<file path="src/rtl/core/emg_cp_pkg.sv">
// shared types, constants and packet byte selection for the command packetizer
package emg_cp_pkg;

   localparam int QUEUE_DEPTH = 2;

   localparam logic [7:0] START_MARK      = 8'hAA;
   localparam logic [7:0] PKT_MODE_OFF    = 8'h00;
   localparam logic [7:0] PKT_MODE_ACTIVE = 8'h02;
   localparam logic [7:0] PAD_BYTE        = 8'h00;
   localparam logic [8:0] CLOSE_CEIL      = 9'd250;
   localparam logic [7:0] RUN_MAX         = 8'd255;
   localparam logic [7:0] LEVEL_RESET     = 8'd128;

   localparam logic [7:0] BASELINE_RESET  = 8'd128;
   localparam logic [7:0] FSR_RESET       = 8'd50;
   localparam logic [7:0] CLOSE_RESET     = 8'd12;
   localparam logic [7:0] OPEN_RESET      = 8'd8;
   localparam logic [7:0] CONFIRM_RESET   = 8'd3;
   localparam logic [2:0] SHIFT_RESET     = 3'd2;

   // byte positions within a packet
   localparam logic [2:0] BYTE_START    = 3'd0;
   localparam logic [2:0] BYTE_MODE     = 3'd1;
   localparam logic [2:0] BYTE_PAD_A    = 3'd2;
   localparam logic [2:0] BYTE_PAD_B    = 3'd3;
   localparam logic [2:0] BYTE_CMD      = 3'd4;
   localparam logic [2:0] BYTE_FLAGS    = 3'd5;
   localparam logic [2:0] BYTE_CHECKSUM = 3'd6;

   typedef enum logic [2:0] {
      REG_REST_LEVEL    = 3'd0,
      REG_CONTACT_LIMIT = 3'd1,
      REG_CLOSE_DELTA   = 3'd2,
      REG_OPEN_DELTA    = 3'd3,
      REG_CONFIRM_COUNT = 3'd4,
      REG_FILTER_SHIFT  = 3'd5
   } reg_index_type;

   typedef enum logic [1:0] {
      CMD_HOLD  = 2'd0,
      CMD_OPEN  = 2'd1,
      CMD_CLOSE = 2'd2
   } cmd_type;

   typedef struct packed {
      logic [7:0] rest_level;
      logic [7:0] contact_limit;
      logic [7:0] close_delta;
      logic [7:0] open_delta;
      logic [7:0] confirm_count;
      logic [2:0] filter_shift;
   } cfg_type;

   typedef struct packed {
      cmd_type    cmd;
      logic [4:0] flags;
   } desc_type;

   function automatic logic [7:0] packet_byte_at(input desc_type d, input logic [2:0] idx);
      logic [7:0] pmode;
      logic [7:0] cmd_byte;
      logic [7:0] flag_byte;
      logic [7:0] result;
      pmode     = (d.flags != 5'd0) ? PKT_MODE_OFF : PKT_MODE_ACTIVE;
      cmd_byte  = {6'd0, d.cmd};
      flag_byte = {3'd0, d.flags};
      unique case (idx)
         BYTE_START:    result = START_MARK;
         BYTE_MODE:     result = pmode;
         BYTE_PAD_A:    result = PAD_BYTE;
         BYTE_PAD_B:    result = PAD_BYTE;
         BYTE_CMD:      result = cmd_byte;
         BYTE_FLAGS:    result = flag_byte;
         BYTE_CHECKSUM: result = pmode ^ PAD_BYTE ^ PAD_BYTE ^ cmd_byte ^ flag_byte;
         default:       result = PAD_BYTE;
      endcase
      return result;
   endfunction

endpackage

</file>
<file path="src/rtl/core/emg_cp_req_if.sv">
// sample frame channel
interface emg_cp_req_if;
   logic       valid;
   logic       ready;
   logic [7:0] force_a;
   logic [7:0] force_b;
   logic [7:0] force_c;
   logic [7:0] force_d;
   logic [7:0] force_e;
   logic [7:0] muscle_sample;
   logic       mode;

   modport source (output valid, force_a, force_b, force_c, force_d, force_e,
                   muscle_sample, mode, input ready);
   modport sink (input valid, force_a, force_b, force_c, force_d, force_e,
                 muscle_sample, mode, output ready);
endinterface

</file>
<file path="src/rtl/core/emg_cp_rsp_if.sv">
// packet byte channel
interface emg_cp_rsp_if;
   logic       valid;
   logic       ready;
   logic [7:0] packet_byte;
   logic       last_byte;

   modport source (output valid, packet_byte, last_byte, input ready);
   modport sink (input valid, packet_byte, last_byte, output ready);
endinterface

</file>
<file path="src/rtl/core/emg_command_packetizer.sv">
// Command packetizer: each accepted sample frame yields one seven-byte packet
// (start mark, mode, two pad bytes, command, contact flags, XOR checksum) on
// rsp, one byte per cycle while rsp.ready holds, as set by the byte serialiser.
// The front end decides a frame's command in the cycle it is accepted and
// hands it through a descriptor queue (QueueDepth entries), so frames are
// taken while earlier packets are still going out and the input stalls only
// while that queue is full. With the serialiser idle the first byte reaches
// rsp through the descriptor queue and then the output register. Configuration
// registers are written through csr_ and take effect on the next frame.
module emg_command_packetizer #(
   parameter int QueueDepth = emg_cp_pkg::QUEUE_DEPTH
) (
   input  logic       clock,
   input  logic       reset,
   emg_cp_req_if.sink   req,
   emg_cp_rsp_if.source rsp,
   input  logic       csr_write_enable,
   input  logic [2:0] csr_index,
   input  logic [7:0] csr_write_data
);

   emg_cp_pkg::cfg_type  cfg_ff, cfg_in;
   emg_cp_pkg::desc_type push_desc;
   emg_cp_pkg::desc_type pop_desc;
   logic q_push;
   logic q_full;
   logic q_pop;
   logic q_empty;

   always_comb begin
      cfg_in = cfg_ff;
      if (csr_write_enable) begin
         unique case (csr_index)
            emg_cp_pkg::REG_REST_LEVEL:    cfg_in.rest_level    = csr_write_data;
            emg_cp_pkg::REG_CONTACT_LIMIT: cfg_in.contact_limit = csr_write_data;
            emg_cp_pkg::REG_CLOSE_DELTA:   cfg_in.close_delta   = csr_write_data;
            emg_cp_pkg::REG_OPEN_DELTA:    cfg_in.open_delta    = csr_write_data;
            emg_cp_pkg::REG_CONFIRM_COUNT: cfg_in.confirm_count = csr_write_data;
            emg_cp_pkg::REG_FILTER_SHIFT:  cfg_in.filter_shift  = csr_write_data[2:0];
            default:                       cfg_in = cfg_ff;
         endcase
      end
   end

   always_ff @(posedge clock) begin
      if (reset) begin
         cfg_ff.rest_level    <= emg_cp_pkg::BASELINE_RESET;
         cfg_ff.contact_limit <= emg_cp_pkg::FSR_RESET;
         cfg_ff.close_delta   <= emg_cp_pkg::CLOSE_RESET;
         cfg_ff.open_delta    <= emg_cp_pkg::OPEN_RESET;
         cfg_ff.confirm_count <= emg_cp_pkg::CONFIRM_RESET;
         cfg_ff.filter_shift  <= emg_cp_pkg::SHIFT_RESET;
      end else begin
         cfg_ff <= cfg_in;
      end
   end

   emg_cp_front u_front (
      .clock  (clock),
      .reset  (reset),
      .cfg    (cfg_ff),
      .req    (req),
      .q_full (q_full),
      .q_push (q_push),
      .q_desc (push_desc)
   );

   emg_cp_queue #(
      .Depth (QueueDepth)
   ) u_queue (
      .clock     (clock),
      .reset     (reset),
      .push      (q_push),
      .push_desc (push_desc),
      .full      (q_full),
      .pop       (q_pop),
      .empty     (q_empty),
      .pop_desc  (pop_desc)
   );

   emg_cp_back u_back (
      .clock   (clock),
      .reset   (reset),
      .q_empty (q_empty),
      .q_desc  (pop_desc),
      .q_pop   (q_pop),
      .rsp     (rsp)
   );

   // queue can never be full and empty at once
   a_queue_consistent: assert property (@(posedge clock) disable iff (reset)
      !(q_full && q_empty))
      else $error("descriptor queue full and empty together");

   // a new packet always opens with the start mark
   a_start_after_last: assert property (@(posedge clock) disable iff (reset)
      $past(rsp.valid && rsp.ready && rsp.last_byte) && rsp.valid
      |-> rsp.packet_byte == emg_cp_pkg::START_MARK && !rsp.last_byte)
      else $error("packet does not open with start mark");

   // checksum of mode, command and flags fits in five bits
   a_checksum_range: assert property (@(posedge clock) disable iff (reset)
      rsp.valid && rsp.last_byte |-> rsp.packet_byte[7:5] == 3'd0)
      else $error("checksum byte out of range");

   // no descriptor is taken from an empty queue
   a_pop_nonempty: assert property (@(posedge clock) disable iff (reset)
      q_pop |-> !q_empty)
      else $error("pop from empty descriptor queue");

endmodule

</file>
<file path="src/rtl/core/emg_cp_front.sv">
// front end: contact flags, smoothing filter, run counters and command decision
module emg_cp_front (
   input  logic                clock,
   input  logic                reset,
   input  emg_cp_pkg::cfg_type cfg,
   emg_cp_req_if.sink          req,
   input  logic                q_full,
   output logic                q_push,
   output emg_cp_pkg::desc_type q_desc
);

   logic [7:0] level_ff, level_in;
   logic [7:0] close_run_ff, close_run_in;
   logic [7:0] open_run_ff, open_run_in;

   logic              accept;
   logic [4:0]        flags;
   logic signed [9:0] diff;
   logic signed [9:0] step;
   logic signed [9:0] level_sum;
   logic [7:0]        level_next;
   logic [8:0]        close_sum;
   logic [8:0]        open_sum;
   logic [7:0]        close_thr;
   logic signed [9:0] open_thr_f;
   logic [7:0]        close_inc;
   logic [7:0]        open_inc;
   emg_cp_pkg::cmd_type cmd_filt;
   emg_cp_pkg::cmd_type cmd_man;
   emg_cp_pkg::cmd_type cmd_sel;

   assign req.ready = !q_full;
   assign accept    = req.valid && !q_full;

   assign flags[0] = req.force_a > cfg.contact_limit;
   assign flags[1] = req.force_b > cfg.contact_limit;
   assign flags[2] = req.force_c > cfg.contact_limit;
   assign flags[3] = req.force_d > cfg.contact_limit;
   assign flags[4] = req.force_e > cfg.contact_limit;

   // arithmetic shift gives the floor of the scaled difference
   assign diff       = $signed({2'b00, req.muscle_sample}) - $signed({2'b00, level_ff});
   assign step       = diff >>> cfg.filter_shift;
   assign level_sum  = $signed({2'b00, level_ff}) + step;
   assign level_next = level_sum[7:0];

   assign close_sum = {1'b0, cfg.rest_level} + {1'b0, cfg.close_delta};
   assign open_sum  = {1'b0, cfg.rest_level} + {1'b0, cfg.open_delta};
   assign close_thr = (close_sum > emg_cp_pkg::CLOSE_CEIL) ?
                      emg_cp_pkg::CLOSE_CEIL[7:0] : close_sum[7:0];
   // may reach minus one, in which case open never fires
   assign open_thr_f = (open_sum >= {1'b0, close_thr}) ?
                       ($signed({2'b00, close_thr}) - 10'sd1) : $signed({1'b0, open_sum});

   assign close_inc = (close_run_ff == emg_cp_pkg::RUN_MAX) ? close_run_ff : close_run_ff + 8'd1;
   assign open_inc  = (open_run_ff == emg_cp_pkg::RUN_MAX) ? open_run_ff : open_run_ff + 8'd1;

   always_comb begin
      cmd_filt     = emg_cp_pkg::CMD_HOLD;
      close_run_in = 8'd0;
      open_run_in  = 8'd0;
      if (level_next > close_thr) begin
         close_run_in = close_inc;
         if (close_inc >= cfg.confirm_count) begin
            cmd_filt     = emg_cp_pkg::CMD_CLOSE;
            close_run_in = 8'd0;
         end
      end else if ($signed({2'b00, level_next}) < open_thr_f) begin
         open_run_in = open_inc;
         if (open_inc >= cfg.confirm_count) begin
            cmd_filt    = emg_cp_pkg::CMD_OPEN;
            open_run_in = 8'd0;
         end
      end
   end

   always_comb begin
      if (req.muscle_sample > close_thr) begin
         cmd_man = emg_cp_pkg::CMD_CLOSE;
      end else if ({1'b0, req.muscle_sample} < open_sum) begin
         cmd_man = emg_cp_pkg::CMD_OPEN;
      end else begin
         cmd_man = emg_cp_pkg::CMD_HOLD;
      end
   end

   assign level_in = level_next;
   assign cmd_sel  = req.mode ? cmd_man : cmd_filt;

   always_comb begin
      q_desc.flags = flags;
      q_desc.cmd   = (flags != 5'd0) ? emg_cp_pkg::CMD_HOLD : cmd_sel;
   end
   assign q_push = accept;

   // manual mode leaves the filter and the run counts alone
   always_ff @(posedge clock) begin
      if (reset) begin
         level_ff     <= emg_cp_pkg::LEVEL_RESET;
         close_run_ff <= 8'd0;
         open_run_ff  <= 8'd0;
      end else if (accept && !req.mode) begin
         level_ff     <= level_in;
         close_run_ff <= close_run_in;
         open_run_ff  <= open_run_in;
      end
   end

endmodule

</file>
<file path="src/rtl/core/emg_cp_queue.sv">
// small descriptor queue between front end and serialiser
module emg_cp_queue #(
   parameter int Depth = emg_cp_pkg::QUEUE_DEPTH
) (
   input  logic                 clock,
   input  logic                 reset,
   input  logic                 push,
   input  emg_cp_pkg::desc_type push_desc,
   output logic                 full,
   input  logic                 pop,
   output logic                 empty,
   output emg_cp_pkg::desc_type pop_desc
);

   localparam int AW = (Depth > 1) ? $clog2(Depth) : 1;
   localparam int CW = $clog2(Depth + 1);
   localparam logic [AW-1:0] LAST_PTR = AW'(Depth - 1);
   localparam logic [CW-1:0] DEPTH_CNT = CW'(Depth);

   emg_cp_pkg::desc_type entry_ff [Depth];
   logic [AW-1:0] wr_ptr_ff, wr_ptr_in;
   logic [AW-1:0] rd_ptr_ff, rd_ptr_in;
   logic [CW-1:0] count_ff, count_in;
   logic          do_push;
   logic          do_pop;

   assign full     = count_ff == DEPTH_CNT;
   assign empty    = count_ff == '0;
   assign do_push  = push && !full;
   assign do_pop   = pop && !empty;
   assign pop_desc = entry_ff[rd_ptr_ff];

   always_comb begin
      wr_ptr_in = wr_ptr_ff;
      rd_ptr_in = rd_ptr_ff;
      count_in  = count_ff;
      if (do_push) begin
         wr_ptr_in = (wr_ptr_ff == LAST_PTR) ? '0 : wr_ptr_ff + 1'b1;
      end
      if (do_pop) begin
         rd_ptr_in = (rd_ptr_ff == LAST_PTR) ? '0 : rd_ptr_ff + 1'b1;
      end
      if (do_push && !do_pop) begin
         count_in = count_ff + 1'b1;
      end else if (do_pop && !do_push) begin
         count_in = count_ff - 1'b1;
      end
   end

   always_ff @(posedge clock) begin
      if (do_push) begin
         entry_ff[wr_ptr_ff] <= push_desc;
      end
   end

   always_ff @(posedge clock) begin
      if (reset) begin
         wr_ptr_ff <= '0;
         rd_ptr_ff <= '0;
         count_ff  <= '0;
      end else begin
         wr_ptr_ff <= wr_ptr_in;
         rd_ptr_ff <= rd_ptr_in;
         count_ff  <= count_in;
      end
   end

endmodule

</file>
<file path="src/rtl/core/emg_cp_back.sv">
// back end: serialises one descriptor into seven packet bytes
module emg_cp_back (
   input  logic                 clock,
   input  logic                 reset,
   input  logic                 q_empty,
   input  emg_cp_pkg::desc_type q_desc,
   output logic                 q_pop,
   emg_cp_rsp_if.source         rsp
);

   emg_cp_pkg::desc_type desc_ff, desc_in;
   logic [2:0] idx_ff, idx_in;
   logic       busy_ff, busy_in;
   logic       valid_ff, valid_in;
   logic [7:0] byte_ff, byte_in;
   logic       last_ff, last_in;
   logic       slot_free;

   // output register frees up when its byte is taken
   assign slot_free = !valid_ff || rsp.ready;

   always_comb begin
      desc_in  = desc_ff;
      idx_in   = idx_ff;
      busy_in  = busy_ff;
      valid_in = valid_ff;
      byte_in  = byte_ff;
      last_in  = last_ff;
      q_pop    = 1'b0;
      if (slot_free) begin
         if (busy_ff) begin
            valid_in = 1'b1;
            byte_in  = emg_cp_pkg::packet_byte_at(desc_ff, idx_ff);
            last_in  = idx_ff == emg_cp_pkg::BYTE_CHECKSUM;
            idx_in   = idx_ff + 3'd1;
            busy_in  = idx_ff != emg_cp_pkg::BYTE_CHECKSUM;
         end else if (!q_empty) begin
            q_pop    = 1'b1;
            desc_in  = q_desc;
            valid_in = 1'b1;
            byte_in  = emg_cp_pkg::packet_byte_at(q_desc, emg_cp_pkg::BYTE_START);
            last_in  = 1'b0;
            idx_in   = emg_cp_pkg::BYTE_MODE;
            busy_in  = 1'b1;
         end else begin
            valid_in = 1'b0;
         end
      end
   end

   always_ff @(posedge clock) begin
      desc_ff <= desc_in;
      byte_ff <= byte_in;
      last_ff <= last_in;
      idx_ff  <= idx_in;
   end

   always_ff @(posedge clock) begin
      if (reset) begin
         busy_ff  <= 1'b0;
         valid_ff <= 1'b0;
      end else begin
         busy_ff  <= busy_in;
         valid_ff <= valid_in;
      end
   end

   assign rsp.valid       = valid_ff;
   assign rsp.packet_byte = byte_ff;
   assign rsp.last_byte   = last_ff;

endmodule

</file>
<file path="src/flat_wrapper.sv">
// flat-port wrapper written by rule: the top's interface ports become plain ports
module emg_command_packetizer_flat 
#(
   parameter int QueueDepth = emg_cp_pkg::QUEUE_DEPTH
)
  (clock, reset, csr_write_enable, csr_index, csr_write_data, req_valid, req_force_a, req_force_b, req_force_c, req_force_d, req_force_e, req_muscle_sample, req_mode, req_ready, rsp_valid, rsp_packet_byte, rsp_last_byte, rsp_ready);
  emg_cp_req_if req_i ();
  emg_cp_rsp_if rsp_i ();
  input  logic clock;
  input  logic reset;
  input  logic csr_write_enable;
  input  logic [2:0] csr_index;
  input  logic [7:0] csr_write_data;
  input wire logic [$bits(req_i.valid)-1:0] req_valid;
  input wire logic [$bits(req_i.force_a)-1:0] req_force_a;
  input wire logic [$bits(req_i.force_b)-1:0] req_force_b;
  input wire logic [$bits(req_i.force_c)-1:0] req_force_c;
  input wire logic [$bits(req_i.force_d)-1:0] req_force_d;
  input wire logic [$bits(req_i.force_e)-1:0] req_force_e;
  input wire logic [$bits(req_i.muscle_sample)-1:0] req_muscle_sample;
  input wire logic [$bits(req_i.mode)-1:0] req_mode;
  output wire logic [$bits(req_i.ready)-1:0] req_ready;
  output wire logic [$bits(rsp_i.valid)-1:0] rsp_valid;
  output wire logic [$bits(rsp_i.packet_byte)-1:0] rsp_packet_byte;
  output wire logic [$bits(rsp_i.last_byte)-1:0] rsp_last_byte;
  input wire logic [$bits(rsp_i.ready)-1:0] rsp_ready;
  assign req_i.valid = req_valid;
  assign req_i.force_a = req_force_a;
  assign req_i.force_b = req_force_b;
  assign req_i.force_c = req_force_c;
  assign req_i.force_d = req_force_d;
  assign req_i.force_e = req_force_e;
  assign req_i.muscle_sample = req_muscle_sample;
  assign req_i.mode = req_mode;
  assign req_ready = req_i.ready;
  assign rsp_valid = rsp_i.valid;
  assign rsp_packet_byte = rsp_i.packet_byte;
  assign rsp_last_byte = rsp_i.last_byte;
  assign rsp_i.ready = rsp_ready;
  emg_command_packetizer #(.QueueDepth(QueueDepth)) u_core (.clock(clock), .reset(reset), .req(req_i), .rsp(rsp_i), .csr_write_enable(csr_write_enable), .csr_index(csr_index), .csr_write_data(csr_write_data));
endmodule
</file>
<file path="config.mk">
export PLATFORM = sky130hd
export DESIGN_NAME = emg_command_packetizer_flat
export DESIGN_NICKNAME = d
export VERILOG_FILES = /design/src/rtl/core/emg_cp_pkg.sv /design/src/rtl/core/emg_cp_req_if.sv /design/src/rtl/core/emg_cp_rsp_if.sv /design/src/rtl/core/emg_command_packetizer.sv /design/src/rtl/core/emg_cp_front.sv /design/src/rtl/core/emg_cp_queue.sv /design/src/rtl/core/emg_cp_back.sv /design/src/flat_wrapper.sv
export SDC_FILE = /design/constraint.sdc
export NUM_CORES = 1
export LEC_CHECK = 0
export ABC_AREA = 1
export BUFFER_PORTS_ARGS = -buffer_cell sky130_fd_sc_hd__buf_2
export CORE_AREA = 2 2 195 101
export DETAILED_ROUTE_END_ITERATION = 6
export DIE_AREA = 0 0 197 103
export PLACE_DENSITY_LB_ADDON = 0.08
export SYNTH_ARGS = -nofsm -noshare
export SYNTH_HDL_FRONTEND = slang
export SYNTH_SLANG_ARGS = --single-unit
export TNS_END_PERCENT = 1
</file>
<file path="constraint.sdc">
create_clock -name clock -period 8.3 [get_ports clock]
set_input_delay 1.66 -clock clock [delete_from_list [all_inputs] [get_ports clock]]
set_output_delay 1.66 -clock clock [all_outputs]
set_load 0.02 [all_outputs]
</file>
==> flow_summary.yaml, run 1 <==
clock_tree:
  clk_latency_ps: 360
  cts_tree: "built"
  cts.sink_count: 104
  post_cts_buffers: 0
  htreeDepth: 3
  root_buffer: "clkbuf_16"
  clk_pin_slew_ps: 80
  cts_resized: 0
  postCtsHoldBufs: 0
  cts-buffers-inserted: 9
  clockBufferDepth: 2
sta:
  fin_crit_sh_pct: 82.9
  final.setup.tns_ps: 0
  finalHoldViolCount: 0
  slew_headroom_pct: 18.3
  rsz0062_at_grt: "false"
  setup_viol: 0
  period_minus_slack_ps: 6880
  max_slew.worst_pin.slew_ps: 1220
  max_freq_mhz: 145
  fin_ws_ps: 1420
  drv_slew: 0
  skew_ps: 10.1
power:
  p_sw_w: 0.000883
  p_seq_share_pct: 33.2
  peakVddDrop_uv: 126
  internal-power_w: 0.00119
  clkPwrFrac_pct: 22.1
  powerDensity_mw_per_mm2: 225
  power_leakage_nw: 4.46
  sw_frac_of_total_pct: 42.6
  comb_power_share_pct: 44.7
critical_path:
  endpoint_kind: "flop"
  critical_path_peak_fanout: 8
  max_stage_delay_ps: 750
  startpoint_type: "input port"
  worstPathArrival_ps: 7170
  required_ps: 8590
  path_buf_inv: 5
  crit_slowest_cell: "nor3_1"
  crit_family: "compound AO/OA/AOI/OAI gates"
  critical_path_class: "in2reg"
  path_common_cell: "a21oi_1"
floorplan:
  start_util_pct: 43.8
  core_area_sq_mm: 0.0188
  dieArea_sq_mm: 0.0203
  ios: 76
  die_h_um: 103
  die_w_um: 197
  rows: 36
run:
  maxCapViolCount: 0
drt:
  drt-initial-drc-count: 643
  drc: 0
  wl_um: 22400
  ant_nets: 0
  via_per_inst: 5.04
  drt-pass1-iter-count: 6
  vias: 7274
  wl_per_cell_um: 15.5
finish:
  fillCellCount: 1920
  fin_util_pct: 48.9
  nets: 1393
  drive_above_1_share_pct: 9.53
  multi_input_area_sq_mm: 0.00513
  diodes: 0
  regArea_sq_mm: 0.00239
  syn_to_final_growth_pct: 11.5
global_routing:
  grt_overflow_total: 0
  antenna_found_initial: 1
  grt_max_degree: 47
  grt_pass1_vias: 6505
  track_usage_pct: 23.2
  grt_pass1_wl_um: 36100
synth:
  netlist_area_sq_mm: 0.00825
  syn_nets: 1323
  synth-seq-cells: 104
  synth_edf_count: 31
  syn-instance-count: 1121
  synth_ff_type: "dfxtp_1"
  yosys.area.top_type_share_pct: 20.2
  synth.avg_cell_area_sq_um: 7.36
  ys_types: 47
  synth_warnings: 0
  async_flop_share_pct: 0
  netlist.top_cell.by_area: "ha_1"
  seq_area_frac_synth_pct: 29.0
  synthTopCellsByArea: "ha_1, dfxtp_1, edfxtp_1"
place:
  dp_slack_ps: 1170
  numPortBuffers: 74
  gp_congestion: 0.852
  dp_hpwl_um: 18200
worst_hold_path:
  hold_class: "reg2reg"
run_status:
  status: "finished, final reports clean"
[area by class of cell]
cell class | instances | area share, %
Multi-Input combinational cell | 825 | 55.8
Clock buffer | 9 | 2.45
Clock inverter | 7 | 1.03
Sequential cell | 104 | 26.0
Inverter | 174 | 7.10
Tap cell | 247 | 3.36
Timing Repair Buffer | 77 | 4.27
[placed cells by master, fill, tap and decap left out, types with 4 or more instances in the layout]
| master | synthesis | layout |
|---|---|---|
| o211ai_1 | 9 | 9 |
| clkbuf_16 | 0 | 9 |
| nor3_1 | 11 | 11 |
| dfxtp_1 | 73 | 73 |
| a21oi_1 | 115 | 115 |
| nand2_1 | 218 | 218 |
| nand4_1 | 18 | 18 |
| xor2_1 | 24 | 24 |
| xnor2_1 | 7 | 7 |
| nand3_1 | 33 | 33 |
| edfxtp_1 | 31 | 31 |
| nand2_2 | 6 | 6 |
| o21ai_0 | 88 | 88 |
| fa_1 | 4 | 4 |
| inv_1 | 169 | 169 |
| buf_2 | 0 | 74 |
| ha_1 | 133 | 133 |
| a211oi_1 | 7 | 7 |
| nor2_1 | 102 | 102 |
| o21a_1 | 6 | 6 |
[synth_stat cells, types with 7 or more instances]
| library cell | instances |
|---|---|
| a211oi_1 | 7 |
| xor2_1 | 24 |
| nor2_1 | 102 |
| nand4_1 | 18 |
| ha_1 | 133 |
| nor3_1 | 11 |
| o211ai_1 | 9 |
| xnor2_1 | 7 |
| nand2_1 | 218 |
| inv_1 | 169 |
| clkbuf_1 | 16 |
| nand3_1 | 33 |
| edfxtp_1 | 31 |
| dfxtp_1 | 73 |
| a21oi_1 | 115 |
| o21ai_0 | 88 |
[layer usage]
layer  vias up  part of all wire (%)  GRT usage (%)  wire, um
met2       191                    34           28.6      7500
met4         0                  0.37           2.43        82
li1       3890                     -              -         -
met1      3186                    59           39.2     13300
met3         7                   6.6           5.40      1490
met5         -                     0              0         0
[logic make-up (layout without fill, tap and decap cells)]
family                   count (synthesis)  after routing  synth area share [%]
AO/OA/AOI/OAI                          251            251                  16.8
AND/OR/NAND/NOR                        403            403                  20.6
flip-flops                             104            104                  29.0
other                                    1              1                0.0454
multiplexers                             2              2                 0.243
buffers and inverters                  192            267                  8.82
XOR/XNOR                                31             31                  3.29
adder cells (fa/ha/maj)                137            137                  21.1
[sequential cells by signal, summed over array words and instances (netlist names)]
name and cells:
u_core.u_back.rsp.packet_byte 6, u_core.u_front.open_run_ff 8, u_core.u_queue.rd_ptr_ff 1, u_core.u_front.level_ff 8, u_core.cfg_ff 43, u_core.u_back.idx_ff 3
u_core.u_back.busy_ff 1, u_core.u_back.rsp.last_byte 1, u_core.u_queue.count_ff 2, u_core.u_back.rsp.valid 1, u_core.u_queue.entry_ff 14, u_core.u_queue.wr_ptr_ff 1
u_core.u_front.close_run_ff 8, u_core.u_back.desc_ff 7
[per-stage QoR]
stage          hold slack, ps  instance area (sq um)  power [W]  instances
2_1_floorplan             435                   8250    0.00135       1121
3_3_place_gp              453                   8880    0.00162       1427
3_5_place_dp              461                   8880    0.00161       1427
4_1_cts                   483                   9200    0.00207       1443
5_1_grt                   500                   9200    0.00226       1443
6_report                  474                   9200    0.00207       1443
[power by group through the flow]
stage	Sequential, W	Clock [W]	Combinational (W)
2_1_floorplan	0.000701	0	0.000650
3_3_place_gp	0.000701	0	0.000916
3_5_place_dp	0.000701	0	0.000907
4_1_cts	0.000690	0.000468	0.000916
5_1_grt	0.000700	0.000490	0.00107
6_report	0.000688	0.000458	0.000926
[worst min-delay path, cell delays in order (launching register included)]
cell and delay (ps):
dfxtp_1 340, nand2_1 60, nand3_1 50
[final timing paths]
check                             start  slack [ps]  depth (start not counted)                       endpoint
max                req_muscle_sample[0]        1420                         33  u_core.u_front.open_run_ff[7]
min                   u_core.cfg_ff[22]         470                          2              u_core.cfg_ff[22]
max reg2reg  u_core.u_front.level_ff[0]        2540                         31  u_core.u_front.open_run_ff[7]
min reg2reg           u_core.cfg_ff[22]         470                          2              u_core.cfg_ff[22]
(Power assumes the default switching activity.)
==> inputs of run 2 (changes only) <==
==> constraint.sdc (replaced) <==
create_clock -name clock -period 6.2 [get_ports clock]
set_input_delay 1.24 -clock clock [delete_from_list [all_inputs] [get_ports clock]]
set_output_delay 1.24 -clock clock [all_outputs]
set_load 0.02 [all_outputs]
==> flow_summary.yaml, run 2 (synthesis results as in run 1) <==
clock_tree:
  clockBufferDepth: 2
  post_cts_buffers: 0
  cts-buffers-inserted: 9
  cts_tree: "built"
  clk_pin_slew_ps: 90
  htreeDepth: 3
  cts.sink_count: 104
  root_buffer: "clkbuf_16"
  clk_latency_ps: 370
finish:
  largest_reg_flops: 43
  mostFrequentLayoutCell: "nand2_1"
  drive_above_1_share_pct: 11.1
  final_cell_mix: "nand2_1, inv_1, ha_1, a21oi_1, nor2_1"
  final_cell_area_sq_mm: 0.00930
  regArea_sq_mm: 0.00239
  top_register: "u_core.cfg_ff"
  nets: 1401
  syn_to_final_growth_pct: 12.7
  layout_top_registers: "u_core.cfg_ff x43, u_core.u_queue.entry_ff x14"
  multi_input_area_sq_mm: 0.00519
  fillCellCount: 1864
  diodes: 0
place:
  numPortBuffers: 74
  dp_hpwl_um: 18900
  placed_cell_area_sq_mm: 0.00894
  gp_congestion: 0.883
  dp_slack_ps: -253
floorplan:
  start_util_pct: 43.8
  die_w_um: 197
  die_h_um: 103
  core_area_sq_mm: 0.0188
  dieArea_sq_mm: 0.0203
  ios: 76
  rows: 36
power:
  fin_total_pwr_w: 0.00284
  powerDensity_mw_per_mm2: 306
  peakVddDrop_uv: 158
  power_leakage_nw: 4.50
drt:
  wl_um: 23200
  vias: 7405
  wl_per_cell_um: 16.0
  ant_nets: 0
  drt-initial-drc-count: 581
  drc: 0
  via_per_inst: 5.10
  drt-pass1-iter-count: 5
sta:
  period_minus_slack_ps: 5730
  max_freq_mhz: 175
  rsz0062_at_grt: "false"
  skew_ps: 15.2
  drv_slew: 0
  finalHoldViolCount: 0
  fin_ws_ps: 473
  max_slew.worst_pin.slew_ps: 854
  setup_viol: 0
  slew_headroom_pct: 42.8
  fin_crit_sh_pct: 92.4
critical_path:
  r2r_start: "u_core.cfg_ff[35]"
  reg2reg_slack_ps: 790
  endpoint_kind: "flop"
  crit_slowest_cell: "o31ai_2"
  startpoint_type: "input port"
  max_stage_delay_ps: 300
  worstPathArrival_ps: 6020
  r2r_end: "u_core.u_queue.entry_ff[1][5]"
  required_ps: 6490
  reg2reg_depth: 33
  critical_path_class: "in2reg"
  critical_path_peak_fanout: 8
worst_hold_path:
  hold_path_startpoint: "u_core.cfg_ff[14]"
  holdPathEnd: "u_core.cfg_ff[14]"
  hold_class: "reg2reg"
  hold_depth: 2
run:
  maxCapViolCount: 0
run_status:
  status: "finished, final reports clean"
global_routing:
  grt_pass1_wl_um: 37100
  antenna_found_initial: 1
  grt_overflow_total: 0
  grt_pass1_vias: 6649
  grt_max_degree: 48
  track_usage_pct: 23.9
## run 2: worst max-delay path: cells and delay by family
| kind | cells | cell delay [ps] |
|---|---|---|
| adders and majority gates | 4 | 1030 |
| AOI/OAI and AO/OA | 10 | 1580 |
| xor gates and xnor gates | 2 | 370 |
| and+or+nand+nor | 11 | 1020 |
| muxes | 1 | 170 |
| buffers and inverters | 7 | 610 |
## run 2: worst max path at each step
| stage | start | end | slack, ps | cells past startpoint |
|---|---|---|---|---|
| CTS | req_muscle_sample[0] | u_core.u_front.close_run_ff[7] | 110 | 35 |
| detailed placement | req_muscle_sample[0] | u_core.u_front.close_run_ff[7] | -250 | 35 |
| floorplan | req_muscle_sample[0] | u_core.u_front.close_run_ff[1] | 310 | 33 |
| finish | req_muscle_sample[0] | u_core.u_front.close_run_ff[7] | 470 | 35 |
| global placement | req_muscle_sample[0] | u_core.u_front.close_run_ff[5] | -90 | 35 |
| global route | req_muscle_sample[0] | u_core.u_front.close_run_ff[4] | 10 | 35 |
## run 2: through the flow
stage	setup TNS, ps	std cells	utilization, %	hold slack (ps)
after floorplan	0	1121	-	435
after global placement	-570	1435	47.5	459
after detailed placement	-2770	1435	47.5	467
after CTS	0	1451	49.1	487
after global routing	0	1451	49.4	507
final	0	1451	49.4	482
## run 2: power breakdown
group          switching (W)  internal, W  leakage [nW]
Sequential         0.0000793     0.000844         0.887
Combinational       0.000857     0.000470          3.47
Clock               0.000303     0.000287         0.145
## run 2: metal layers
metal,wire [um],GRT usage [%]
met1,13900,40.8
met2,7370,28.0
met3,1790,6.28
met4,121,3.64
met5,0,0
## run 2: area by class of cell
| class | instances | share of cell area (%) |
|---|---|---|
| repair buffers | 85 | 4.87 |
| well taps | 247 | 3.32 |
| inverters | 174 | 7.03 |
| clock buffers | 9 | 2.42 |
| flip-flops and latches | 104 | 25.7 |
| multi-input cells | 825 | 55.8 |
| clock inverters | 7 | 0.808 |
## run 2: timing repair
| item | in CTS | in global routing |
|---|---|---|
| resized for setup | 0 | 19 |
| hold buffers | 0 | 0 |
| setup endpoints to repair | 0 | 20 |
==> inputs of run 3 (changes only) <==
--- a/config.mk
+++ b/config.mk
@@ -5,11 +5,10 @@
 export SDC_FILE = /design/constraint.sdc
 export NUM_CORES = 1
 export LEC_CHECK = 0
-export ABC_AREA = 1
 export BUFFER_PORTS_ARGS = -buffer_cell sky130_fd_sc_hd__buf_2
-export CORE_AREA = 2 2 195 101
+export CORE_AREA = 2 2 194 101
 export DETAILED_ROUTE_END_ITERATION = 6
-export DIE_AREA = 0 0 197 103
+export DIE_AREA = 0 0 196 103
 export PLACE_DENSITY_LB_ADDON = 0.08
 export SYNTH_ARGS = -nofsm -noshare
 export SYNTH_HDL_FRONTEND = slang
==> flow_summary.yaml, run 3 <==
global_routing:
  grt_overflow_total: 0
  track_usage_pct: 22.5
  grt_max_degree: 70
  grt_pass1_vias: 6336
  antenna_found_initial: 0
  grt_pass1_wl_um: 35000
critical_path:
  required_ps: 6390
  endpoint_kind: "flop"
  worstPathArrival_ps: 6240
  reg2reg_depth: 25
  max_stage_delay_ps: 370
  startpoint_type: "input port"
  reg2reg_slack_ps: 540
  critical_path_peak_fanout: 3
  critical_path_class: "in2reg"
  crit_slowest_cell: "fa_2"
  path_common_cell: "a21oi_2"
finish:
  final_cell_mix: "ha_1, nand2_1, a21oi_1, buf_2, dfxtp_1"
  syn_to_final_growth_pct: 17.9
  diodes: 0
  nets: 1256
  top_register: "u_core.cfg_ff"
  fillCellCount: 1839
  layout_top_registers: "u_core.cfg_ff x43, u_core.u_queue.entry_ff x14"
  mostFrequentLayoutCell: "ha_1"
  final_cell_area_sq_mm: 0.00962
  largest_reg_flops: 43
  drive_above_1_share_pct: 18.5
place:
  placed_cell_area_sq_mm: 0.00913
  numPortBuffers: 74
  dp_hpwl_um: 17500
  gp_congestion: 0.865
  dp_slack_ps: -328
sta:
  fin_ws_ps: 150
  period_minus_slack_ps: 6050
  drv_slew: 0
  slew_headroom_pct: 30.3
  fin_crit_sh_pct: 97.6
  finalHoldViolCount: 0
  max_freq_mhz: 165
  skew_ps: 12.7
  setup_viol: 0
  max_slew.worst_pin.slew_ps: 1040
  rsz0062_at_grt: "true"
floorplan:
  dieArea_sq_mm: 0.0202
  die_w_um: 196
  start_util_pct: 43.5
  ios: 76
  rows: 36
  die_h_um: 103
  core_area_sq_mm: 0.0187
drt:
  wl_per_cell_um: 16.7
  drt-pass1-iter-count: 5
  via_per_inst: 5.29
  drc: 0
  wl_um: 21900
  ant_nets: 0
  drt-initial-drc-count: 501
  vias: 6914
clock_tree:
  cts.sink_count: 104
  clockBufferDepth: 2
  cts-buffers-inserted: 9
  cts_tree: "built"
  clk_latency_ps: 360
  clk_pin_slew_ps: 70
  htreeDepth: 3
  postCtsHoldBufs: 0
  root_buffer: "clkbuf_16"
synth:
  syn_nets: 1143
  async_flop_share_pct: 0
  synthTopCellsByArea: "ha_1, dfxtp_1, edfxtp_1"
  yosysMostFrequentCell: "ha_1"
  netlist.top_cell.by_area: "ha_1"
  syn-instance-count: 941
  netlist_area_sq_mm: 0.00816
  synth_common_cells: "ha_1, nand2_1, a21oi_1"
  synth.avg_cell_area_sq_um: 8.67
  synth-seq-cells: 104
  synth_ff_type: "dfxtp_1"
  seq_area_frac_synth_pct: 29.3
  yosys.area.top_type_share_pct: 20.4
  synth_warnings: 0
  ys_types: 67
  synth_edf_count: 31
power:
  power_leakage_nw: 4.33
  powerDensity_mw_per_mm2: 337
  peakVddDrop_uv: 159
run_status:
  status: "finished, final reports clean"
run:
  maxCapViolCount: 0
worst_hold_path:
  hold_class: "reg2reg"
  hold_depth: 2
## run 3: changes by cell type after synthesis, sizes merged, moves of 12 or more
cell / delta
o21ai: -56
nor2: -42
a21o: +29
inv: -102
xnor2: +22
nand3: -13
a21oi: -34
nand2: -113
o21a: +12
nor2b: +17
mux2i: +16
## run 3: cell type report
| class | count | area (sq um) | share of cell area (%) |
|---|---|---|---|
| clock buffer | 9 | 225 | 2.34 |
| clock inverter | 7 | 90.1 | 0.936 |
| inverter | 69 | 262 | 2.72 |
| multi-input combinational | 744 | 5560 | 57.8 |
| sequential | 104 | 2390 | 24.9 |
| tap | 247 | 309 | 3.21 |
| timing repair buffer | 126 | 783 | 8.14 |
## run 3: worst max-delay path, delay by kind of cell
family	cells	cell delay, ps
AOI/OAI and AO/OA	13	2080
xor gates and xnor gates	3	460
adders and majority gates	4	1040
buffers and inverters	4	330
muxes	2	460
and+or+nand+nor	5	610
## run 3: metrics by stage
| stage | setup TNS [ps] | std cells | total power, W | utilization, % | hold WS [ps] |
|---|---|---|---|---|---|
| 3_5_place_dp | -4330 | 1285 | 0.00253 | 48.7 | 450 |
| 5_1_grt | -1500 | 1306 | 0.00347 | 51.3 | 482 |
| 2_1_floorplan | 0 | 941 | 0.00192 | - | 436 |
| 6_report | 0 | 1306 | 0.00324 | 51.3 | 459 |
| 3_3_place_gp | -2850 | 1285 | 0.00253 | 48.7 | 444 |
| 4_1_cts | 0 | 1301 | 0.00315 | 50.4 | 459 |
## run 3: path summary, 6_finish.rpt
kind	startpoint	endpoint
worst min-delay path	u_core.cfg_ff[30]	u_core.cfg_ff[30]
worst max register to register	u_core.cfg_ff[35]	u_core.u_queue.entry_ff[1][5]
worst min register to register	u_core.cfg_ff[30]	u_core.cfg_ff[30]
worst max-delay path	req_muscle_sample[0]	u_core.u_queue.entry_ff[1][5]
## run 3: per-layer routing
layer / track usage [%] / vias up / part of all wire (%)
met5: 0 / - / 0
met4: 3.32 / 0 / 0.64
met3: 3.21 / 11 / 3.9
met2: 27.8 / 124 / 33
met1: 38.8 / 3204 / 62
li1: - / 3575 / -
## run 3: power breakdown
group | internal (W) | switching (W) | leakage (nW) | total, W
combinational | 0.000814 | 0.000886 | 3.30 | 0.00170
clock | 0.000324 | 0.000295 | 0.153 | 0.000618
sequential | 0.000838 | 0.0000861 | 0.883 | 0.000924
## run 3: what timing repair did
action,CTS,global route
gates resized for setup,0,33
setup buffers,0,6
endpoints found under the hold margin,0,0
endpoints found under the setup margin,0,20
## run 3: kinds of logic after synthesis
kind of cell               share of synthesized area (%)
AOI/OAI and AO/OA                                   18.4
xor gates and xnor gates                            5.11
adders and majority gates                           21.4
buffers and inverters                               4.39
DFF                                                 29.3
muxes                                               3.59
other                                             0.0460
and+or+nand+nor                                     17.8
